### src/rtl/core/tme_divider.sv
// restoring divider, one quotient bit per cycle
// depends on nothing but its parameters
module tme_divider #(
    parameter int NUM_W = 40,
    parameter int DEN_W = 8
) (
    input  logic             clk,
    input  logic             rst_n,
    input  logic             start,
    input  logic [NUM_W-1:0] num,
    input  logic [DEN_W-1:0] den,
    output logic             done,
    output logic [NUM_W-1:0] quot
);

    localparam int CNT_W = $clog2(NUM_W + 1);

    logic             run_reg;
    logic             run_next;
    logic             done_reg;
    logic             done_next;
    logic [CNT_W-1:0] cnt_reg;
    logic [CNT_W-1:0] cnt_next;
    logic [NUM_W-1:0] num_reg;
    logic [NUM_W-1:0] num_next;
    logic [NUM_W-1:0] quot_reg;
    logic [NUM_W-1:0] quot_next;
    logic [DEN_W-1:0] den_reg;
    logic [DEN_W-1:0] den_next;
    logic [DEN_W-1:0] rem_reg;
    logic [DEN_W-1:0] rem_next;
    logic [DEN_W:0]   trial;
    logic [DEN_W:0]   diff;
    logic             ge;

    // one trial subtraction
    assign trial = {rem_reg, num_reg[NUM_W-1]};
    assign diff  = trial - {1'b0, den_reg};
    assign ge    = trial >= {1'b0, den_reg};

    always_comb
    begin
        run_next  = run_reg;
        done_next = 1'b0;
        cnt_next  = cnt_reg;
        num_next  = num_reg;
        quot_next = quot_reg;
        den_next  = den_reg;
        rem_next  = rem_reg;
        if (start)
        begin
            run_next = 1'b1;
            cnt_next = CNT_W'(NUM_W);
            num_next = num;
            den_next = den;
            rem_next = '0;
        end
        else if (run_reg)
        begin
            rem_next  = ge ? diff[DEN_W-1:0] : trial[DEN_W-1:0];
            quot_next = {quot_reg[NUM_W-2:0], ge};
            num_next  = {num_reg[NUM_W-2:0], 1'b0};
            cnt_next  = cnt_reg - 1'b1;
            if (cnt_reg == CNT_W'(1))
            begin
                run_next  = 1'b0;
                done_next = 1'b1;
            end
        end
    end

    // control
    always_ff @(posedge clk or negedge rst_n)
    begin
        if (!rst_n)
        begin
            run_reg  <= 1'b0;
            done_reg <= 1'b0;
            cnt_reg  <= '0;
        end
        else
        begin
            run_reg  <= run_next;
            done_reg <= done_next;
            cnt_reg  <= cnt_next;
        end
    end

    // datapath
    always_ff @(posedge clk)
    begin
        num_reg  <= num_next;
        quot_reg <= quot_next;
        den_reg  <= den_next;
        rem_reg  <= rem_next;
    end

    assign done = done_reg;
    assign quot = quot_reg;

endmodule

### config.mk
export PLATFORM = sky130hd
export DESIGN_NAME = tme_divider
export DESIGN_NICKNAME = d
export VERILOG_FILES = /design/src/rtl/core/tme_divider.sv
export SDC_FILE = /design/constraint.sdc
export NUM_CORES = 1
export LEC_CHECK = 0
export ABC_AREA = 1
export BUFFER_PORTS_ARGS = -buffer_cell sky130_fd_sc_hd__clkbuf_2
export CAP_MARGIN = 20
export CORE_MARGIN = 4
export CORE_UTILIZATION = 58
export CTS_CLUSTER_SIZE = 25
export DETAILED_ROUTE_END_ITERATION = 6
export PLACE_DENSITY = 0.84
export RECOVER_POWER = 25
export SLEW_MARGIN = 20
export SYNTH_ARGS = -nofsm -noshare
export SYNTH_HDL_FRONTEND = slang
export SYNTH_SLANG_ARGS = --single-unit
### constraint.sdc
create_clock -name clk -period 3.25 [get_ports clk]
set_clock_uncertainty 0.2 [all_clocks]
set_input_delay 0.65 -clock clk [delete_from_list [all_inputs] [get_ports clk]]
set_output_delay 0.65 -clock clk [all_outputs]
set_load 0.01 [all_outputs]
* Word-level counts from Yosys, hierarchy flattened
Index checks and enable logic that the tools add are counted.
Storage, ports and cells: logic and storage cells 25, memories 0, bits in registers 104, RAM bits 0, latch bits 0, memory bits (read-only) 0, output and inout port bits 41
Operators by class: multipliers 0, $add $sub $neg 2, shift operators 0, equal/unequal tests 1, order comparisons 1, muxes and demuxes 11, reduce and logical (&&, ||, !) cells 2, bitwise gates (word level) 1, div/mod/pow operators 0
Operators by type and width (count):
- 40-bit 2-to-1 mux | 2
- 6-bit 2-to-1 mux | 2
- 9-bit by 8-bit >= comparator with 1-bit output | 1
- 8-bit 2-to-1 mux | 1
- 8-bit subtractor | 1
- 6-bit by 1-bit == test with 1-bit output, second input constant | 1
- 1-bit 2-to-1 mux | 6
- 6-bit by 1-bit subtractor with 6-bit output, second input constant | 1
- 2-bit AND reduction | 1
- 2-bit nonzero test | 1
- 1-bit inverter | 1

* Longest topological paths before layout
Gate-level depths: netlist of the first run.
depth in word-level cells 4, gate-level depth with buffers 13, depth with buffers taken out 13

* Least setup slack after synthesis of the first run
OpenSTA, ideal clock, no wires.
path kind in2reg, from input port start, to register num_reg[0], enable pin, arrival 1.730 ns, setup time 0.396 ns, path buffers 1, setup slack 0.924 ns, cell stages on the path 3, cell sequence buf_2 -> nor2_2 -> inv_1
Between the ends: word-level cells in the longest chain between the ends 1
Ends and longest elaborated chain:
- from (decl) | line 9 | input logic start,
- 2-bit nonzero test (no source line)
- to (signal assigned) | line 92 | num_reg <= num_next;
- to (decl) | line 24 | logic [NUM_W-1:0] num_reg;
No other way between the ends. A chain may end at the register's enable or synchronous reset.

* Worst setup path in the final report of the first run
from input port start, to register num_reg[18], enable pin
Same word-level chain as after synthesis.

==> metrics.csv, run 1 <==
stage;metric;value;unit
cts;cts bufs inserted;9;
setup_path;Arr. time, crit path;2070;ps
cts;Max H-tree Level;3;
setup_path;Register-to-Register Path Depth;9;
grt;initial antenna violation count;0;
cts;clock root buffer;clkbuf_8;
layout;Post-Route Utilization;0.705;
cts;clk_lat worst skew;360;ps
grt;largest net degree at the start of global routing;51;
timing;Tmin final;2260;ps
layout;Layout Cells excl Fill;594;
detailed_routing;drt pass-1 iters;4;
timing;Slew Viols, Final;0;
timing;setup violators final;0;
floorplan;DIE HEIGHT;94.6;um
cts;Setup Fix Bufs, Post-CTS;0;
detailed_routing;post-route antenna net violation count;0;
pwr;cell leakage power;2.43;nW
logic_synthesis;top-count cell post-synth;nand2_1;
logic_synthesis;Post-synth EDFFs;88;
floorplan;Die Footprint;8940;sq um
detailed_routing;Met2 Wirelength;3550;um
logic_synthesis;FFs w/ async S/R, synth;0.0769;
layout;antenna fix cells;0;
detailed_routing;Initial DRC Count;171;
cts;TritonCTS clock tree;yes;
logic_synthesis;Warnings, synthesis;0;
grt;first-pass GRT wire length;12800;um
logic_synthesis;most frequent cells after synthesis;175 x nand2_1, 88 x edfxtp_1, 31 x inv_1, 18 x nand3_1, 10 x ha_1;
logic_synthesis;Cell Area, Synth;4350;sq um
place;Final GP Congestion;0.847;
logic_synthesis;area share of the largest cell type after synthesis;0.608;
min_path;HP Class;reg2reg;
setup_path;reg2reg end;rem_reg[6];
pwr;VDD IR max;0.264;mV
detailed_routing;DR vias/cell;4.97;
layout;Layout area overhead;17.6;%
detailed_routing;WL/cell;12.9;um
floorplan;initial core utilization;0.599;
place;Post-DP HPWL;5580;um
cts;clock tree buffer depth;2;
floorplan;row cnt;31;
detailed_routing;total wire length;7680;um
setup_path;Reg-to-Reg Start;den_reg[6];
timing;RSZ-0062 raised after global routing;no;
floorplan;Core Area;7250;sq um
setup_path;register-to-register setup slack;1180;ps
detailed_routing;met1 WL;3320;um
timing;worst slew pin tran;901;ps
logic_synthesis;Synth Flop Type;edfxtp_1;
floorplan;Die Wd;94.6;um
detailed_routing;vias post-DR;2952;
detailed_routing;max layer used;met4;
logic_synthesis;Seq/Total Area, Yosys;0.691;
detailed_routing;metal3 WL;683;um
pwr;Pwr per Cell Area;610;nW/um^2
logic_synthesis;syn nets;456;
setup_path;Setup crit start kind;input port;
logic_synthesis;area leader, netlist;edfxtp_1;
setup_path;critical path endpoint category;register;
timing;f_max;0.442;GHz
logic_synthesis;syn avg cell area;11.0;sq um
logic_synthesis;ranking of synthesized cells by area;edfxtp_1 61%, nand2_1 15%, dfrtp_1 4.6%, dfxtp_1 3.7%, ha_1 2.9%;
cts;clk sinks;104;
logic_synthesis;number of synthesized register bits;104;
run;max cap viols;0;
setup_path;crit path launch;start;
place;Cells after DPL;577;
grt;number of global-route vias before repair;2805;
timing;TNS Setup;0;ps
cts;Reg clk slew, reported paths;100;ps
setup_path;critical-path maximum fanout;42;
grt;grt ovf;0;
layout;NumNets Final;552;
layout;fillers;559;
setup_path;worst setup path end;num_reg[18];
detailed_routing;DRC;0;
floorplan;# IOs;92;
logic_synthesis;Post-Synthesis Cells;394;
timing;final hold vios;0;
place;Port-buffer cells;91;
timing;Slew Limit Headroom;0.399;
grt;Total GRT Usage;0.185;
logic_synthesis;Yosys cell types;33;
timing;period utilization;0.697;
run_status;outcome;finished, final reports clean;
setup_path;CP required;3060;ps
setup_path;WS Path Type;in2reg;
layout;share of cells above drive strength 1;0.234;
[critical path, stage by stage]
cell and delay (ps):
clkbuf_1 650, nor2_2 200, inv_1 110, buf_4 440
[metal layers]
metal	global-route usage	up-vias
met4	0.0733	0
met1	0.251	1329
met3	0.0478	13
met2	0.287	118
li1	-	1492
met5	0	-
[power breakdown]
part / internal, mW / total [mW] / switching [mW]
logic: 0.267 / 0.672 / 0.404
registers: 1.60 / 1.68 / 0.0760
clock network: 0.317 / 0.767 / 0.450
total: 2.19 / 3.12 / 0.930
[kinds of logic (layout without fill, tap and decap cells)]
kind of cell               Yosys count  in the layout  synth area share
AOI/OAI and AO/OA                   13             13            0.0158
xor gates and xnor gates             3              3           0.00605
adders and majority gates           11             11            0.0334
buffers and inverters               43            144            0.0400
DFF                                104            104             0.691
and+or+nand+nor                    220            220             0.214
[through the flow]
| step | worst slack, ps | total power, mW | hold WS, ps | area [sq um] |
|---|---|---|---|---|
| after floorplan | 924 | 2.20 | 154 | 4350 |
| after global placement | 1000 | 2.35 | 235 | 4910 |
| after detailed placement | 982 | 2.37 | 234 | 4910 |
| after CTS | 1180 | 3.13 | 251 | 5120 |
| after global routing | 822 | 3.32 | 245 | 5110 |
| final | 985 | 3.12 | 255 | 5110 |
[how the worst min path moves through the flow]
stage,start,slack (ps),depth (start not counted),to
5_1_grt,den[0],240,1,den_reg[0]
6_report,quot[33],260,0,quot[34]
3_5_place_dp,quot[33],230,0,quot[34]
3_3_place_gp,quot[18],230,0,quot[19]
2_1_floorplan,rst_n,150,0,cnt_reg[0]
4_1_cts,den[4],250,1,den_reg[4]
[cell type report]
cell class,instances,area [sq um],share of cell area
flip-flops and latches,104,3000,0.588
multi-input cells,247,1180,0.230
repair buffers,96,489,0.0957
clock buffers,10,138,0.0269
well taps,99,124,0.0242
inverters,32,120,0.0235
clock inverters,6,58.8,0.0115
[cells in the final DEF (no fill, tap or decap), types with 2 or more instances in the layout]
master    Yosys  layout
nand3_1      18      18
nand2_1     175     175
ha_1         10      10
inv_6         0       4
nor3_1        2       2
xor2_1        2       2
dfxtp_1       8       8
a21oi_1       7       7
edfxtp_1     88      88
buf_4         1       3
nand4_1       3       3
nand3b_1      6       6
dfrtp_1       8       8
o21ai_0       3       3
clkbuf_1      7       2
clkbuf_2      0      89
inv_1        31      31
nor2_1        8       7
clkbuf_8      0      10
[timing repair]
action                                 4_1_cts  5_1_grt
resized for setup                            0        0
endpoints found under the hold margin        8        0
hold buffers                                 1        0
Note: power is estimated with default switching activity, not from simulation.
==> inputs of run 2 (changes only) <==
Settings changed: CORE_UTILIZATION 58 to 54, PLACE_DENSITY 0.84 to 0.79.
Clock period 3.25 ns to 2.2 ns, I/O delays scaled along.
==> run 2 against run 1 <==
  * First-iteration DRC count down 37%
  * Sequential share of layout area shrank 0.26 points
  * Non-clock buffer count is the same
  * Worst hold slack worse by 200 ps
  * Register-to-register slack worse by 970 ps
  * Wire length is 1.7% higher
  * Sequential power grew 48%
  * Utilization is 4.4 points lower
  * Worst setup slack got worse by 770 ps
  * Count of clock-buffer cells in the layout decreased by 1
  * Flip-flop and latch count unchanged
  * Largest cell class unchanged
  * Largest power group unchanged
==> metrics.csv, run 2 (synthesized netlist as in run 1, its figures left out) <==
stage;metric;value;unit;change
floorplan;row cnt;32;;was 31
layout;Layout area overhead;18.1;%;was 17.6%
pwr;Pwr per Cell Area;896;nW/um^2;was 610 nW/um^2
detailed_routing;post-route antenna net violation count;0;;unchanged
setup_path;CP required;2260;ps;was 3060 ps
setup_path;crit-path most repeated cell;nand2_1;;
grt;grt ovf;0;;unchanged
pwr;clock power share;0.243;;was 0.246
cts;clk_lat worst skew;360;ps;about the same
floorplan;initial core utilization;0.560;;was 0.599
cts;clock tree buffer depth;2;;unchanged
setup_path;CP top delay family;adder cells;;was buffers and inverters
timing;Final Hold Slack;54.0;ps;was 255 ps
floorplan;# IOs;92;;unchanged
pwr;Net Sw Power;1.39;mW;was 0.930 mW
layout;share of cells above drive strength 1;0.236;;was 0.234
detailed_routing;total wire length;7810;um;was 7680 um
place;Final GP Congestion;0.945;;was 0.847
timing;TNS Setup;0;ps;unchanged
layout;NumNets Final;552;;unchanged
setup_path;critical path endpoint category;register;;unchanged
detailed_routing;vias post-DR;2994;;was 2952
setup_path;critical-path maximum fanout;2;;was 42
grt;first-pass GRT wire length;12800;um;about the same
grt;largest net degree at the start of global routing;53;;was 51
pwr;Flop pwr share;0.540;;was 0.538
cts;cts bufs inserted;9;;unchanged
setup_path;Critical-path top delay cell;fa_1;;was clkbuf_1
timing;setup violators final;0;;unchanged
setup_path;Setup crit start kind;register;;was input port
pwr;internal power;3.20;mW;was 2.19 mW
pwr;cell leakage power;2.44;nW;was 2.43 nW
place;Post-DP HPWL;5480;um;was 5580 um
floorplan;Die Wd;97.7;um;was 94.6 um
layout;commonest non-fill, non-tap cell in the layout;nand2_1;;unchanged
setup_path;CP cell instances;inv_1 > ha_1 > fa_1 > inv_1 > nand4_1 > nand3_1 > nand2_1 > nand2_1 > nand2_1 > nand3_1 > nand2_1;;was clkbuf_1 > nor2_2 > inv_1 > buf_4
pwr;Comb pwr share;0.218;;was 0.216
timing;period utilization;0.903;;
floorplan;Core Area;7770;sq um;was 7250 sq um
timing;Slew Limit Headroom;0.331;;was 0.399
timing;f_max;0.504;GHz;
timing;worst slew pin tran;1000;ps;was 901 ps
cts;Max H-tree Level;3;;unchanged
pwr;switching share of total power;0.303;;was 0.298
cts;TritonCTS clock tree;yes;;unchanged
layout;fillers;617;;was 559
floorplan;DIE HEIGHT;97.7;um;was 94.6 um
grt;number of global-route vias before repair;2840;;was 2805
timing;final hold vios;0;;unchanged
detailed_routing;drt pass-1 iters;4;;unchanged
layout;footprint of the multi-input gates;1180;sq um;about the same
pwr;VDD IR max;0.476;mV;was 0.264 mV
run;max cap viols;0;;unchanged
timing;RSZ-0062 raised after global routing;no;;unchanged
min_path;HP Class;in2reg;;was reg2reg
setup_path;Arr. time, crit path;2050;ps;was 2070 ps
detailed_routing;DRC;0;;unchanged
cts;Reg clk slew, reported paths;100;ps;about the same
timing;Tmin final;1990;ps;
setup_path;Crit path buffers/inverters;2;;was 3
layout;commonest non-fill, non-tap cells in the layout;175 x nand2_1, 89 x clkbuf_2, 88 x edfxtp_1;;unchanged
grt;Total GRT Usage;0.165;;was 0.185
cts;clock root buffer;clkbuf_8;;unchanged
timing;Slew Viols, Final;0;;unchanged
floorplan;Die Footprint;9550;sq um;was 8940 sq um
cts;clk sinks;104;;unchanged
place;Port-buffer cells;91;;unchanged
layout;antenna fix cells;0;;unchanged
setup_path;max incr delay on CP;410;ps;was 650 ps
detailed_routing;WL/cell;13.1;um;was 12.9 um
detailed_routing;DR vias/cell;5.02;;was 4.97
setup_path;WS Path Type;reg2reg;;was in2reg
grt;initial antenna violation count;0;;unchanged
detailed_routing;Initial DRC Count;107;;was 171
run_status;outcome;finished, final reports clean;;unchanged
layout;FF/Latch Area;3000;sq um;unchanged
cts;Setup Fix Bufs, Post-CTS;0;;unchanged
==> run 2: cell types whose count changed in the layout (fill, tap and decap cells not counted), moves of 2 or more <==
cell,change
inv_8,+3
clkinvlp_4,+2
inv_6,-4
buf_4,-2
buf_12,+2
==> run 2: final timing paths <==
check                            start          to  slack, ps  cells past startpoint
max in group asynchronous        rst_n  cnt_reg[0]       1180                      2
setup / recovery           num_reg[39]  rem_reg[6]        210                     11
min in group asynchronous        rst_n        done        320                      2
setup reg to reg           num_reg[39]  rem_reg[6]        210                     11
hold reg to reg               quot[10]    quot[11]        260                      0
hold / removal                  den[1]  den_reg[1]         50                      1
==> run 2: through the flow <==
stage / util / worst slack, ps / total power [mW] / area (sq um) / std cells
floorplan: - / 84.0 / 3.25 / 4350 / 394
global route: 0.661 / 119 / 4.88 / 5130 / 597
CTS: 0.661 / 151 / 4.63 / 5140 / 597
detailed placement: 0.636 / 164 / 3.52 / 4940 / 580
global placement: 0.636 / 279 / 3.47 / 4940 / 580
finish: 0.661 / 214 / 4.60 / 5130 / 597
==> run 2: power groups by stage <==
| stage | Clock [mW] | Combinational, mW | Sequential, mW |
|---|---|---|---|
| floorplan | 0 | 0.733 | 2.51 |
| global placement | 0 | 0.957 | 2.51 |
| detailed placement | 0 | 0.991 | 2.52 |
| CTS | 1.15 | 0.995 | 2.48 |
| global route | 1.24 | 1.13 | 2.50 |
| finish | 1.12 | 1.00 | 2.48 |
==> run 2: layer usage <==
layer	wire length, um	global-route usage
met3	535	0.0467
met1	3530	0.217
met4	125	0.0532
met2	3620	0.269
met5	0	0
==> run 2: cell type report <==
cell class	count	area share
sequential	104	0.585
inverter	32	0.0234
clock inverter	7	0.0127
timing repair buffer	96	0.100
tap	102	0.0249
clock buffer	9	0.0241
multi-input combinational	247	0.230
==> run 2: what timing repair did <==
action | CTS | global route
hold buffers | 1 | 0
endpoints found under the setup margin | 0 | 7
resized for setup | 0 | 1
hold endpoints to repair | 8 | 0
==> inputs of run 3 (changes only) <==
Settings changed: CORE_ASPECT_RATIO set to 1.75, REMOVE_ABC_BUFFERS set to 1, SKIP_LAST_GASP set to 1.
==> run 3 against run 2 <==
  * Cell area is 2.1% higher
  * Register-to-register slack worse by 120 ps
  * Via count is 0.47% higher
  * Critical path type unchanged
  * Critical endpoint unchanged
  * Largest power group unchanged
==> metrics.csv, run 3 (synthesized netlist as in run 1, its figures left out) <==
stage;metric;value;unit;change
layout;antenna fix cells;0;;unchanged
setup_path;critical-path maximum fanout;9;;was 2
cts;# hold bufs at CTS;1;;unchanged
place;Final GP Congestion;0.877;;was 0.945
pwr;power consumption;5.10;mW;was 4.60 mW
cts;Setup Fix Bufs, Post-CTS;0;;unchanged
timing;Tmin final;2100;ps;was 1990 ps
grt;grt ovf;0;;unchanged
timing;Slew Limit Headroom;0.493;;was 0.331
timing;period utilization;0.955;;was 0.903
detailed_routing;post-route antenna net violation count;0;;unchanged
cts;clock root buffer;clkbuf_16;;was clkbuf_8
cts;Max H-tree Level;3;;unchanged
timing;worst slew pin tran;760;ps;was 1000 ps
detailed_routing;WL/cell;14.4;um;was 13.1 um
floorplan;DIE HEIGHT;127;um;was 97.7 um
layout;commonest non-fill, non-tap cells in the layout;175 x nand2_1, 89 x clkbuf_2, 88 x edfxtp_1;;unchanged
cts;clock tree buffer depth;2;;unchanged
cts;Reg clk slew, reported paths;70;ps;was 100 ps
cts;clk sinks;104;;unchanged
timing;final hold vios;0;;unchanged
floorplan;Core Area;7910;sq um;was 7770 sq um
layout;Layout area overhead;20.6;%;was 18.1%
run;max cap viols;0;;unchanged
cts;clk_lat worst skew;340;ps;was 360 ps
detailed_routing;total wire length;8470;um;was 7810 um
timing;Slew Viols, Final;0;;unchanged
layout;share of cells above drive strength 1;0.233;;was 0.236
detailed_routing;DR vias/cell;5.12;;was 5.02
cts;cts bufs inserted;9;;unchanged
floorplan;Die Wd;75.8;um;was 97.7 um
timing;RSZ-0062 raised after global routing;no;;unchanged
layout;commonest non-fill, non-tap cell in the layout;nand2_1;;unchanged
timing;TNS Setup;0;ps;unchanged
cts;post_cts resized;0;;unchanged
floorplan;Die Footprint;9610;sq um;was 9550 sq um
floorplan;# IOs;92;;unchanged
grt;first-pass GRT wire length;13700;um;was 12800 um
detailed_routing;vias post-DR;3008;;was 2994
setup_path;CP required;2240;ps;was 2260 ps
setup_path;Reg-to-Reg Start;den_reg[6];;was num_reg[39]
pwr;Pwr per Cell Area;973;nW/um^2;was 896 nW/um^2
pwr;cell leakage power;2.50;nW;was 2.44 nW
grt;largest net degree at the start of global routing;51;;was 53
timing;setup violators final;0;;unchanged
grt;initial antenna violation count;0;;unchanged
detailed_routing;drt pass-1 iters;4;;unchanged
min_path;min-delay src;den[7];;was den[1]
timing;f_max;0.476;GHz;was 0.504 GHz
pwr;VDD IR max;0.615;mV;was 0.476 mV
floorplan;initial core utilization;0.550;;was 0.560
floorplan;row cnt;43;;was 32
grt;Total GRT Usage;0.187;;was 0.165
timing;Final Hold Slack;75.1;ps;was 54.0 ps
setup_path;WS Path Type;reg2reg;;unchanged
setup_path;register-to-register setup slack;100;ps;was 210 ps
detailed_routing;DRC;0;;unchanged
min_path;HP Class;in2reg;;unchanged
setup_path;Setup crit start kind;register;;unchanged
place;Post-DP HPWL;6040;um;was 5480 um
setup_path;critical path endpoint category;register;;unchanged
detailed_routing;Initial DRC Count;171;;was 107
setup_path;crit path launch;den_reg[6];;was num_reg[39]
setup_path;Arr. time, crit path;2140;ps;was 2050 ps
cts;TritonCTS clock tree;yes;;unchanged
grt;number of global-route vias before repair;2990;;was 2840
place;Port-buffer cells;91;;unchanged
layout;NumNets Final;554;;was 552
run_status;outcome;finished, final reports clean;;unchanged
run 3: changes by cell type in the layout (fill, tap and decap cells not counted), sizes merged:
cell	delta
clkbuf	+2
clkinvlp	-2
buf	+1
bufinv	+1
clkinv	+1
inv	-1
run 3: worst paths after layout:
check                        endpoint  cells past startpoint
setup reg to reg           rem_reg[6]                      9
hold reg to reg              quot[36]                      0
setup / recovery           rem_reg[6]                      9
max in group asynchronous  cnt_reg[0]                      2
hold / removal             den_reg[7]                      1
min in group asynchronous  cnt_reg[1]                      2
run 3: layout make-up:
type	instances	area, sq um
inverters	32	120
clock inverters	6	75.1
clock buffers	10	229
multi-input cells	247	1180
well taps	90	113
repair buffers	98	526
fillers	571	2670
flip-flops and latches	104	3000
run 3: per-stage QoR:
step	cells	util	setup slack [ps]	area [sq um]
after floorplan	383	-	-885	4290
after global placement	570	0.624	268	4940
after detailed placement	570	0.624	146	4940
after CTS	587	0.664	122	5250
after global routing	587	0.663	32.1	5240
final	587	0.663	99.3	5240
run 3: power breakdown:
| group | switching (mW) | internal [mW] | leakage [nW] | total, mW |
|---|---|---|---|---|
| Sequential | 0.112 | 2.37 | 1.07 | 2.48 |
| Clock | 0.698 | 0.898 | 0.145 | 1.60 |
| Combinational | 0.620 | 0.402 | 1.28 | 1.02 |
run 3: critical path: stages (launching register included):
cell and delay (ps):
edfxtp_1 330, inv_1 50, ha_1 350, nand2_1 100, nand2_1 70, a21oi_1 160
o21a_1 440, nand3b_1 140, nand3_1 110, nand2_1 50
run 3: layer usage:
metal,up-vias,wire length [um],GRT usage
met5,-,0,0
met4,0,184,0.0742
met3,16,414,0.0523
met2,90,4570,0.313
met1,1407,3300,0.222
li1,1495,-,-
