### src/rtl/core/tme_pkg.sv
// shared types and constants of the trimmed mean engine
// no dependencies; used by tme_cell and trimmed_mean_engine_top
package tme_pkg;

    // default depth of the sorting chain
    localparam int MAX_VALUES_DEFAULT = 64;

    // field widths
    localparam int SAMPLE_W = 32;
    localparam int TRIM_W   = 15;
    localparam int FRAC_W   = 16;
    localparam int KEPT_W   = 7;

    // one input beat
    typedef struct packed {
        logic signed [SAMPLE_W-1:0] sample;
        logic                       last;
    } in_t;

    // one result beat
    typedef struct packed {
        logic signed [SAMPLE_W-1:0] mean;
        logic [KEPT_W-1:0]          kept_count;
        logic                       overflow;
    } out_t;

    // per-cycle command to every cell of the chain
    typedef struct packed {
        logic insert;
        logic shift;
    } cell_ctrl_t;

endpackage

### src/rtl/core/tme_cell.sv
// one cell of the insertion sorting chain: holds one value and its valid bit
// depends on tme_pkg
module tme_cell (
    input  logic                                 clk,
    input  logic                                 rst_n,
    input  tme_pkg::cell_ctrl_t                  ctrl,
    input  logic signed [tme_pkg::SAMPLE_W-1:0]  key,
    input  logic                                 prev_gt,
    input  logic                                 prev_vld,
    input  logic signed [tme_pkg::SAMPLE_W-1:0]  prev_val,
    input  logic                                 next_vld,
    input  logic signed [tme_pkg::SAMPLE_W-1:0]  next_val,
    output logic                                 vld,
    output logic signed [tme_pkg::SAMPLE_W-1:0]  val,
    output logic                                 gt
);

    logic                                vld_reg;
    logic                                vld_next;
    logic signed [tme_pkg::SAMPLE_W-1:0] val_reg;
    logic signed [tme_pkg::SAMPLE_W-1:0] val_next;

    // empty cells count as greater than any key
    assign gt = !vld_reg || (val_reg > key);

    // insert moves the tail right by one; drain moves everything left
    always_comb
    begin
        vld_next = vld_reg;
        val_next = val_reg;
        if (ctrl.insert)
        begin
            if (gt)
            begin
                val_next = prev_gt ? prev_val : key;
                vld_next = vld_reg | prev_vld;
            end
        end
        else if (ctrl.shift)
        begin
            val_next = next_val;
            vld_next = next_vld;
        end
    end

    // valid bit
    always_ff @(posedge clk or negedge rst_n)
    begin
        if (!rst_n)
        begin
            vld_reg <= 1'b0;
        end
        else
        begin
            vld_reg <= vld_next;
        end
    end

    // stored value
    always_ff @(posedge clk)
    begin
        val_reg <= val_next;
    end

    assign vld = vld_reg;
    assign val = val_reg;

endmodule

### config.mk
export PLATFORM = sky130hd
export DESIGN_NAME = tme_cell
export DESIGN_NICKNAME = d
export VERILOG_FILES = /design/src/rtl/core/tme_pkg.sv /design/src/rtl/core/tme_cell.sv
export SDC_FILE = /design/constraint.sdc
export NUM_CORES = 1
export LEC_CHECK = 0
export CAP_MARGIN = 20
export CORE_MARGIN = 5
export CORE_UTILIZATION = 58
export CTS_BUF_LIST = sky130_fd_sc_hd__clkbuf_16
export DETAILED_ROUTE_END_ITERATION = 7
export DONT_BUFFER_PORTS = 1
export PLACE_DENSITY = 0.76
export SYNTH_ARGS = -nofsm -noshare
export SYNTH_HDL_FRONTEND = slang
export SYNTH_SLANG_ARGS = --single-unit
### constraint.sdc
create_clock -name clk -period 4.6 [get_ports clk]
set_input_delay 0.69 -clock clk [delete_from_list [all_inputs] [get_ports clk]]
set_output_delay 0.69 -clock clk [all_outputs]
set_load 0.01 [all_outputs]
**Yosys cells after proc, flatten, opt, wreduce, memory -nomap -nowiden**

Index checks and enable logic that the tools add are counted.

- Register bits: 33
- Input port bits: 103
- Output and inout port bits: 34
- Logic and storage cells: 16

- Order comparisons: 1
- Equal/unequal tests: 1
- Multiplexer cells: 7
- Bitwise gates (word level): 1
- Reductions and logical operators: 4

Operator list:

| kind | number |
|---|---|
| 32-bit two-way mux | 4 |
| 32-bit > comparator | 1 |
| 1-bit two-way mux | 3 |
| 2-bit by 1-bit != test with 1-bit output (second input constant) | 1 |
| 2-bit AND reduction | 1 |
| 2-bit nonzero test | 1 |
| 1-bit zero test | 1 |
| 1-bit logical OR | 1 |
| 1-bit bitwise OR | 1 |

**Logic depth before layout (Yosys ltp)**

Gate-level depths: netlist of the first run.

- Word-level depth: 4
- Mapped depth: 8
- Depth with buffers taken out: 8

**Least setup slack after synthesis of the first run**

Ideal clock, no wire load.

- Path type: input -> register
- From: input port key[14] (netlist name)
- To: register val_reg (netlist bit val[0]) (enable)
- Data arrival time: 4.212 ns
- Path slack: -0.082 ns
- Stages: 7
- Cell sequence: inv_1 ha_1 nand4_1 nor4_1 a211o_1 a211oi_2 o31ai_1

- Cells in the longest elaborated chain, start to end: 4

Ends and longest elaborated chain:

| item | RTL line | source |
|---|---|---|
| from (decl) | tme_cell.sv:7 | `input logic signed [tme_pkg::SAMPLE_W-1:0] key,` |
| 32-bit > comparator | tme_cell.sv:24 | `assign gt = !vld_reg \|\| (val_reg > key);` |
| 1-bit logical OR | tme_cell.sv:24 |  |
| 2-bit by 1-bit != test with 1-bit output (no line) | -- |  |
| 2-bit AND reduction (no line) | -- |  |
| to (signal assigned) | tme_cell.sv:62 | `val_reg <= val_next;` |
| to (decl) | tme_cell.sv:20 | `logic signed [tme_pkg::SAMPLE_W-1:0] val_reg;` |

Every way passes these cells.
A chain may end at the register's enable or synchronous reset.

**Worst setup path in the final report of the first run**

- From: register val_reg (netlist bit val[14])
- To: output port gt

- Cells in the longest elaborated chain, start to end: 2

Ends and longest elaborated chain:

| item | RTL line | source |
|---|---|---|
| 32-bit > comparator | tme_cell.sv:24 |  |
| 1-bit logical OR | tme_cell.sv:24 |  |
| to (decl) | tme_cell.sv:15 | `output logic gt` |

Every way passes these cells.

==> summary.md, run 1 <==
| Metric | Value |
|---|---|
| Leading area contributor after synthesis | `edfxtp_1` |
| Asr flop ratio synth | `about 3.0%` |
| Clk Latency, worst-skew pair | `~0.27 ns` |
| Worst-Margin Slew | `about 0.54 ns` |
| Critical path's slowest cell | `o31ai_1` |
| CORE AREA | `about 0.0041 sq mm` |
| Crit path kind | `flip-flop to output pin` |
| Clock transition at path regs | `approximately 0.050 ns` |
| Post-placement cell count | `around 300` |
| Post-CTS setup buffer count | `0` |
| Routed vias | `approximately 1800` |
| GR Util All Layers | `a little under 20%` |
| Met1 Resource Use GR | `approximately a fifth` |
| Area share of the largest cell type after synthesis | `between 30 and 40%` |
| Worst EP arrival | `2.48 ns` |
| Pins Over Slew Limit | `0` |
| Post-synth EDFFs | `32` |
| Post-synthesis sequential area ratio | `39.44%` |
| Fin nets | `roughly 400` |
| Min-Delay Path Class | `primary input to async pin` |
| Status | `finished, final reports clean` |
| Worst slew margin | `63.53%` |
| Design Power | `around 900 uW` |
| RSZ-0062 raised after global routing | `false` |
| Cell row count | `23` |
| # diodes | `0` |
| Min Hold Slack | `0.1081 ns` |
| DIE AREA | `roughly 0.0057 sq mm` |
| Synth warn | `0` |
| Drt first pass iters | `4` |
| DR iter-0 viols | `between 80 and 90` |
| Post-CTS Hold Fix Bufs | `0` |
| Reg2reg setup slack | `~1.9 ns` |
| DPL Wire Length | `roughly 4500 um` |
| Vias in the first global route | `about 1900` |
| Avg Inst Size Synth | `~9.4 sq um` |
| CP Max Fanout | `3` |
| Most used flip-flop cell after synthesis | `edfxtp_1` |
| TritonCTS clock tree | `yes` |
| Mapped Cells | `265` |
| WL/cell | `roughly 18 um` |
| Layout cells sized above 1 | `4.198%` |
| Buffers on Ports | `0` |
| Remaining DRCs | `0` |
| Final Skew | `between 0.002 and 0.003 ns` |
| Peak VDD IR | `0.1821 mV` |
| DRT antenna net count | `0` |
| Clock sink total | `33` |
| Initial Utilization | `between 60% and 70%` |
| Maximum clock frequency | `~320 MHz` |
| Largest net degree at the start of global routing | `70` |
| Slowest stage delay, CP | `~0.53 ns` |
| First-pass GRT wire length | `8314 um` |
| Register area | `985.9 sq um` |
| PwrDens | `337.5 mW/mm^2` |
| Clock tree buffer depth | `2` |
| Initial antenna violation count | `0` |
| Total Wirelength | `5534 um` |
| Most frequent cell after synthesis | `a21oi_1` |
| CP Cell Sequence | `ha_1 -> nand4_1 -> nor4_1 -> a211o_1 -> a211oi_2 -> o31ai_1` |
| Post-layout util | `between 60% and 70%` |
| Fin. Hold Viols | `0` |
| GRT overflow | `0` |
| Final Critical Period | `3.171 ns` |
| Height of the die | `approximately 76 um` |
| Post-synthesis cell type count | `30` |
| Critical Path Sink Type | `output pin` |
| Top Ports | `about 140` |
| Synth top area cells | `edfxtp_1 38%, ha_1 16%, mux2i_1 13%, a21oi_1 8.8%, nor2_1 5.6%` |
| Critical Path RT | `3.91 ns` |
| Fill count | `327` |
| Via density | `5.917` |
| Final non-filler cell total | `312` |
| Top cells by count, synth | `44 x a21oi_1, 37 x nor2_1, 33 x inv_1` |
| FF+latch count, synth | `33` |
| Leakage | `between 1 and 1.5 nW` |
| DIE WIDTH | `approximately 76 um` |
| Multi-input gate area | `0.001355 sq mm` |
| Syn nets | `400` |
| Met3 usage | `7.388%` |
| CTS Buf Count | `5` |
| Max FFs per register | `32` |
| Syn Std Cell Area | `approximately 0.0025 sq mm` |
| Gp weighted congestion | `slightly below 0.8` |
| Startpoint types | `flip-flop` |
| Area growth, synth to finish | `6.907%` |
| Max Cap Viol | `0` |
| Period utilisation layout | `approximately 70%` |
| Post-CTS sizing | `0` |
| Layer with the highest usage | `met2` |
| Setup-failing EPs final | `0` |
| Setup TNS | `0 ns` |
| Grt met2 use | `approximately 35%` |
| H-tree level count | `2` |
| Root Buffer | `clkbuf_16` |
## metrics by stage
step | setup slack, ns | area (sq um)
after floorplan | 0.8975 | 2505
after global placement | 1.457 | 2535
after detailed placement | 1.467 | 2535
after CTS | 1.410 | 2673
after global routing | 1.277 | 2673
final | 1.429 | 2673
## placed cells by master (no fill, tap or decap), types with 2 or more instances in the layout
master and instances:
a211oi_1 2, a21o_1 2, a21oi_1 44, clkbuf_16 5, clkinv_1 2, edfxtp_1 32, ha_1 32, inv_1 33
mux2i_1 32, nand2_1 9, nand3_1 2, nand4_1 6, nor2_1 37, nor4_1 2, o21ai_0 2, o21ai_1 3
## report_power, final
part / leakage, nW / total [mW] / internal, mW / switching [mW]
Combinational: 0.837 / 0.168 / 0.0767 / 0.0913
Sequential: 0.326 / 0.427 / 0.382 / 0.0452
Clock: 0.0687 / 0.307 / 0.195 / 0.112
## final cells by class
type	instances	area share, %
multi-input cells	187	50.70
flip-flops and latches	33	36.89
clock buffers	5	4.682
inverters	33	4.635
well taps	50	2.341
clock inverters	3	0.4682
repair buffers	1	0.2809
## critical path, delay by kind of cell (launching register included)
| family | cells | cell delay (ns) |
|---|---|---|
| DFF | 1 | 0.44 |
| and+or+nand+nor | 2 | 0.57 |
| adders and majority gates | 1 | 0.37 |
| AOI/OAI and AO/OA | 3 | 0.83 |
## path summary, 6_finish.rpt
kind                       cells past startpoint  endpoint     from
setup / recovery                               6        gt  val[14]
hold / removal                                 0       vld    rst_n
setup reg to reg                               7    val[1]  val[14]
hold reg to reg                                2       vld      vld
max in group asynchronous                      0       vld    rst_n
min in group clk                               1       vld  ctrl[1]
## layer usage
| metal | part of all wire [%] | vias up |
|---|---|---|
| met5 | 0 | - |
| met1 | 35 | 816 |
| li1 | - | 941 |
| met2 | 52 | 81 |
| met4 | 1.3 | 0 |
| met3 | 11 | 8 |
## kinds of logic after synthesis
group / after synthesis / share of synthesized area, %
buf+inv: 45 / 6.907
simple gates: 62 / 10.91
compound gates: 61 / 13.91
mux: 32 / 12.81
flops: 33 / 39.44
fa+ha+maj: 32 / 16.02
Power figures use the tool's default switching activity.
==> run 2, diff against run 1 <==
--- a/config.mk
+++ b/config.mk
@@ -7,11 +7,11 @@
 export LEC_CHECK = 0
 export CAP_MARGIN = 20
 export CORE_MARGIN = 5
-export CORE_UTILIZATION = 58
+export CORE_UTILIZATION = 64
 export CTS_BUF_LIST = sky130_fd_sc_hd__clkbuf_16
 export DETAILED_ROUTE_END_ITERATION = 7
 export DONT_BUFFER_PORTS = 1
-export PLACE_DENSITY = 0.76
+export PLACE_DENSITY = 0.8
 export SYNTH_ARGS = -nofsm -noshare
 export SYNTH_HDL_FRONTEND = slang
 export SYNTH_SLANG_ARGS = --single-unit
==> constraint.sdc (replaced) <==
create_clock -name clk -period 3.2 [get_ports clk]
set_input_delay 0.48 -clock clk [delete_from_list [all_inputs] [get_ports clk]]
set_output_delay 0.48 -clock clk [all_outputs]
set_load 0.01 [all_outputs]
==> run 2 against run 1 <==
Net effect:
- flip-flop and latch count unchanged
- power increased by 44%
- routed wire length grew 0.63%
- global-route usage increased by 1.4 points
- core utilization up 7.1 points
- largest power group unchanged
==> summary.md, run 2 (same netlist as run 1, synthesis figures left out) <==
| Metric | Value |
|---|---|
| CTS Buf Count | `5 (unchanged)` |
| CORE AREA | `0.003716 sq mm (was 0.004086 sq mm)` |
| Design Power | `1.300 mW (was 902.0 uW)` |
| Min-Delay Path Class | `primary input to flip-flop (was primary input to async pin)` |
| Most frequent cells in the layout | `44 x a21oi_1, 37 x nor2_1, 33 x inv_1 (unchanged)` |
| GR Util All Layers | `20.80% (was 19.44%)` |
| Post-CTS sizing | `0 (unchanged)` |
| Largest net degree at the start of global routing | `70 (unchanged)` |
| Status | `finished, final reports clean (unchanged)` |
| Via density | `6.029 (was 5.917)` |
| DR iter-0 viols | `68 (was 88)` |
| Worst setup margin | `0.2064 ns (was 1.429 ns)` |
| Clock transition at path regs | `0.05 ns (about the same)` |
| PwrDens | `482.9 mW/mm^2 (was 337.5 mW/mm^2)` |
| WL/cell | `17.91 um (was 17.74 um)` |
| Pins Over Slew Limit | `0 (unchanged)` |
| CP Cell Sequence | `ha_1 -> nand4_1 -> nor4_1 -> a211o_1 -> a211oi_2 -> o31ai_1 (unchanged)` |
| Peak VDD IR | `0.3575 mV (was 0.1821 mV)` |
| Max FFs per register | `32 (unchanged)` |
| GRT overflow | `0 (unchanged)` |
| Fin nets | `397 (was 396)` |
| Setup-failing EPs final | `0 (unchanged)` |
| Height of the die | `72.50 um (was 75.65 um)` |
| Clock tree buffer depth | `2 (unchanged)` |
| Root Buffer | `clkbuf_16 (unchanged)` |
| Buffers on Ports | `0 (unchanged)` |
| Final Critical Period | `2.994 ns` |
| Top Ports | `137 (unchanged)` |
| Min Hold Slack | `0.3313 ns (was 0.1081 ns)` |
| Worst path buffer plus inverter count | `0 (unchanged)` |
| Worst EP arrival | `2.51 ns (was 2.48 ns)` |
| Post-CTS setup buffer count | `0 (unchanged)` |
| Initial Utilization | `67.27% (was 61.18%)` |
| First-pass GRT wire length | `8418 um (was 8314 um)` |
| Critical path's slowest cell | `o31ai_1 (unchanged)` |
| TritonCTS clock tree | `yes (unchanged)` |
| Fill count | `299 (was 327)` |
| Worst slack at placement | `0.2384 ns (was 1.467 ns)` |
| Initial antenna violation count | `0 (unchanged)` |
| Cell row count | `22 (was 23)` |
| CP Max Fanout | `3 (unchanged)` |
| Clock sink total | `33 (unchanged)` |
| Worst slew margin | `56.82% (was 63.53%)` |
| Area growth, synth to finish | `7.708% (was 6.907%)` |
| # diodes | `0 (unchanged)` |
| Clk Latency, worst-skew pair | `0.27 ns (about the same)` |
| Setup TNS | `0 ns (unchanged)` |
| H-tree level count | `2 (unchanged)` |
| DIE AREA | `0.005256 sq mm (was 0.005723 sq mm)` |
| Fin. Hold Viols | `0 (unchanged)` |
| Critical Path RT | `2.72 ns (was 3.91 ns)` |
| Commonest non-fill, non-tap cell in the layout | `a21oi_1 (unchanged)` |
| Critical Path Sink Type | `output pin (unchanged)` |
| Drt first pass iters | `4 (unchanged)` |
| Total Wirelength | `5569 um (was 5534 um)` |
| Crit path kind | `flip-flop to output pin (unchanged)` |
| Critical path's top delay family | `compound AO/OA/AOI/OAI gates (unchanged)` |
| Slowest stage delay, CP | `0.54 ns (was 0.53 ns)` |
| Post-CTS Hold Fix Bufs | `1 (was 0)` |
| Max Cap Viol | `0 (unchanged)` |
| RSZ-0062 raised after global routing | `false (unchanged)` |
| DPL Wire Length | `4520 um (was 4498 um)` |
| Startpoint types | `flip-flop (unchanged)` |
| Remaining DRCs | `0 (unchanged)` |
| Worst-Margin Slew | `0.6477 ns (was 0.5424 ns)` |
| DRT antenna net count | `0 (unchanged)` |
| Leakage | `1.241 nW (was 1.232 nW)` |
| Routed vias | `1875 (was 1846)` |
| Maximum clock frequency | `around 330 MHz` |
| Vias in the first global route | `1961 (was 1885)` |
| DIE WIDTH | `72.50 um (was 75.65 um)` |
| Final Skew | `0.004341 ns (was 0.002717 ns)` |
| Gp weighted congestion | `0.8205 (was 0.7826)` |
| Period utilisation layout | `between 90% and 100%` |
| Layout cells sized above 1 | `4.183% (was 4.198%)` |
==> run 2: final timing paths <==
kind | from | endpoint | slack, ns | cells after the start
max | val[14] | gt | 0.21 | 6
max reg2reg | val[14] | val[17] | 0.30 | 7
min in group asynchronous | rst_n | vld | 0.42 | 1
max in group asynchronous | rst_n | vld | 2.67 | 1
min | ctrl[1] | vld | 0.33 | 1
min reg2reg | vld | vld | 0.71 | 2
==> run 2: per-stage QoR <==
step	instance area (sq um)	instances	utilization [%]
4_1_cts	2693	311	72.46
3_3_place_gp	2545	302	68.48
2_1_floorplan	2514	265	-
6_report	2693	311	72.46
3_5_place_dp	2545	302	68.48
5_1_grt	2693	311	72.46
==> run 2: final cells by class <==
class | count | area [sq um] | area share (%)
Inverter | 33 | 123.9 | 4.600
Sequential cell | 33 | 985.9 | 36.62
Tap cell | 48 | 60.06 | 2.230
Clock inverter | 3 | 12.51 | 0.4647
Multi-Input combinational cell | 187 | 1355 | 50.33
Timing Repair Buffer | 2 | 30.03 | 1.115
Clock buffer | 5 | 125.1 | 4.647
==> run 2: routing by layer <==
layer  global-route usage, %  vias up  share of wire [%]
met5                       0        -                  0
met4                   7.172        0                1.8
met3                   9.557       10                 12
met2                   36.60       93                 49
met1                   21.85      829                 37
li1                        -      943                  -
==> run 2: power by group <==
part           internal [mW]  switching [mW]  leakage, nW
Sequential             0.549          0.0650        0.326
Clock                  0.280           0.156       0.0687
Combinational          0.115           0.135        0.846
Total                  0.944           0.356         1.24
==> run 3, diff against run 2 <==
--- a/config.mk
+++ b/config.mk
@@ -6,12 +6,11 @@
 export NUM_CORES = 1
 export LEC_CHECK = 0
 export CAP_MARGIN = 20
-export CORE_MARGIN = 5
-export CORE_UTILIZATION = 64
+export CORE_UTILIZATION = 50
 export CTS_BUF_LIST = sky130_fd_sc_hd__clkbuf_16
 export DETAILED_ROUTE_END_ITERATION = 7
 export DONT_BUFFER_PORTS = 1
-export PLACE_DENSITY = 0.8
+export PLACE_DENSITY_LB_ADDON = 0.1
 export SYNTH_ARGS = -nofsm -noshare
 export SYNTH_HDL_FRONTEND = slang
 export SYNTH_SLANG_ARGS = --single-unit
==> run 3 against run 2 <==
Net effect:
- clock power up 2%
- first-iteration DRC count down 37%
- critical path type unchanged
- routed wire length down 7.3%
==> summary.md, run 3 (same netlist as run 1, synthesis figures left out) <==
| Metric | Value |
|---|---|
| Area growth, synth to finish | `10.11% (was 7.708%)` |
| CP Max Fanout | `3 (unchanged)` |
| Setup TNS | `0 ns (unchanged)` |
| DIE AREA | `0.005287 sq mm (was 0.005256 sq mm)` |
| Gp weighted congestion | `0.7476 (was 0.8205)` |
| Min-Delay Path Class | `primary input to flip-flop (unchanged)` |
| CP Cell Sequence | `ha_1 -> nand4_1 -> nor4_1 -> a211o_1 -> a211oi_2 -> o31ai_2 (was ha_1 -> nand4_1 -> nor4_1 -> a211o_1 -> a211oi_2 -> o31ai_1)` |
| DIE WIDTH | `72.71 um (was 72.50 um)` |
| Final Critical Period | `2.906 ns (was 2.994 ns)` |
| Vias in the first global route | `1814 (was 1961)` |
| Fin. Hold Viols | `0 (unchanged)` |
| Initial antenna violation count | `0 (unchanged)` |
| Period utilisation layout | `90.80% (was 93.55%)` |
| Fin nets | `401 (was 397)` |
| First-pass GRT wire length | `7762 um (was 8418 um)` |
| Pins Over Slew Limit | `0 (unchanged)` |
| H-tree level count | `2 (unchanged)` |
| Most frequent cells in the layout | `44 x a21oi_1, 37 x nor2_1, 34 x inv_1 (was 44 x a21oi_1, 37 x nor2_1, 33 x inv_1)` |
| Remaining DRCs | `0 (unchanged)` |
| Max FFs per register | `32 (unchanged)` |
| RSZ-0062 raised after global routing | `false (unchanged)` |
| DRT antenna net count | `0 (unchanged)` |
| Critical Path RT | `2.72 ns (about the same)` |
| Cell row count | `25 (was 22)` |
| Height of the die | `72.71 um (was 72.50 um)` |
| CORE AREA | `0.004755 sq mm (was 0.003716 sq mm)` |
| # diodes | `0 (unchanged)` |
| Crit path kind | `flip-flop to output pin (unchanged)` |
| Slowest stage delay, CP | `0.46 ns (was 0.54 ns)` |
| Largest net degree at the start of global routing | `70 (unchanged)` |
| Routed vias | `1862 (was 1875)` |
| CTS Buf Count | `5 (unchanged)` |
| Clk Latency, worst-skew pair | `0.27 ns (about the same)` |
| Worst slew margin | `71.35% (was 56.82%)` |
| Commonest non-fill, non-tap cell in the layout | `a21oi_1 (unchanged)` |
| Buffers on Ports | `0 (unchanged)` |
| Peak VDD IR | `0.3172 mV (was 0.3575 mV)` |
| Layout cells sized above 1 | `6.367% (was 4.183%)` |
| Post-layout util | `57.89% (was 72.46%)` |
| DPL Wire Length | `3967 um (was 4520 um)` |
| WL/cell | `15.45 um (was 17.91 um)` |
| GR Util All Layers | `19.20% (was 20.80%)` |
| Root Buffer | `clkbuf_16 (unchanged)` |
| Via density | `5.575 (was 6.029)` |
| Setup-failing EPs final | `0 (unchanged)` |
| Leakage | `1.265 nW (was 1.241 nW)` |
| Critical path's slowest cell | `nor4_1 (was o31ai_1)` |
| Clock transition at path regs | `0.05 ns (about the same)` |
| Drt first pass iters | `4 (unchanged)` |
| TritonCTS clock tree | `yes (unchanged)` |
| Final Skew | `0.003880 ns (was 0.004341 ns)` |
| Critical Path Sink Type | `output pin (unchanged)` |
| Clock sink total | `33 (unchanged)` |
| Total Wirelength | `5161 um (was 5569 um)` |
| Status | `finished, final reports clean (unchanged)` |
| Worst EP arrival | `2.43 ns (was 2.51 ns)` |
| Top Ports | `137 (unchanged)` |
| Maximum clock frequency | `344.2 MHz (was 334.0 MHz)` |
| Initial Utilization | `52.58% (was 67.27%)` |
| PwrDens | `477.1 mW/mm^2 (was 482.9 mW/mm^2)` |
| Startpoint types | `flip-flop (unchanged)` |
| Worst-Margin Slew | `0.4259 ns (was 0.6477 ns)` |
| Max Cap Viol | `0 (unchanged)` |
| Clock tree buffer depth | `2 (unchanged)` |
| GRT overflow | `0 (unchanged)` |
| Fill count | `429 (was 299)` |
| DR iter-0 viols | `43 (was 68)` |
run 3: cell type report:
cell class	count	area, sq um	share of cell area [%]
Timing Repair Buffer	6	60.06	2.182
Inverter	33	123.9	4.500
Clock inverter	3	13.76	0.5000
Clock buffer	5	125.1	4.545
Multi-Input combinational cell	187	1360	49.41
Tap cell	67	83.83	3.045
Sequential cell	33	985.9	35.82
run 3: power breakdown:
group          switching [mW]  total [mW]  internal (mW)
clock network           0.162       0.444          0.282
logic                   0.134       0.258          0.124
registers              0.0634       0.611          0.548
run 3: what timing repair did:
action / in CTS / in global routing
setup endpoints to repair: 0 / 19
gates resized for setup: 0 / 1
hold buffers: 1 / 0
setup buffers: 0 / 4
hold endpoints to repair: 1 / 0
run 3: worst paths after layout:
check | startpoint | endpoint | slack (ns) | cells after the start
setup / recovery | val[14] | gt | 0.29 | 6
hold / removal | ctrl[1] | vld | 0.31 | 1
setup reg to reg | val[14] | val[15] | 0.60 | 7
hold reg to reg | vld | vld | 0.70 | 2
max in group asynchronous | rst_n | vld | 2.67 | 1
min in group asynchronous | rst_n | vld | 0.42 | 1
run 3: worst max-delay path: cells and delay by family (launching register included):
| family | cells | cell delay [ns] |
|---|---|---|
| AOI/OAI and AO/OA | 3 | 0.73 |
| adders and majority gates | 1 | 0.37 |
| DFF | 1 | 0.44 |
| and+or+nand+nor | 2 | 0.63 |
run 3: per-stage QoR:
step	setup WS, ns	cell area, sq um	cells	hold WS, ns	power (mW)
global placement	0.1779	2569	321	0.1844	0.8668
global route	0.1066	2753	334	0.3021	1.389
detailed placement	0.09811	2569	321	0.1845	0.8698
CTS	0.1147	2718	330	0.2982	1.316
finish	0.2945	2753	334	0.3082	1.313
floorplan	0.2952	2514	265	0.1844	0.8210
run 3: routing by layer:
layer / up-vias / track usage [%] / routed length [um]
met5: - / 0 / 0
li1: 952 / - / -
met1: 827 / 21.33 / 2060
met3: 2 / 6.492 / 493
met4: 0 / 5.229 / 27
met2: 81 / 34.89 / 2579
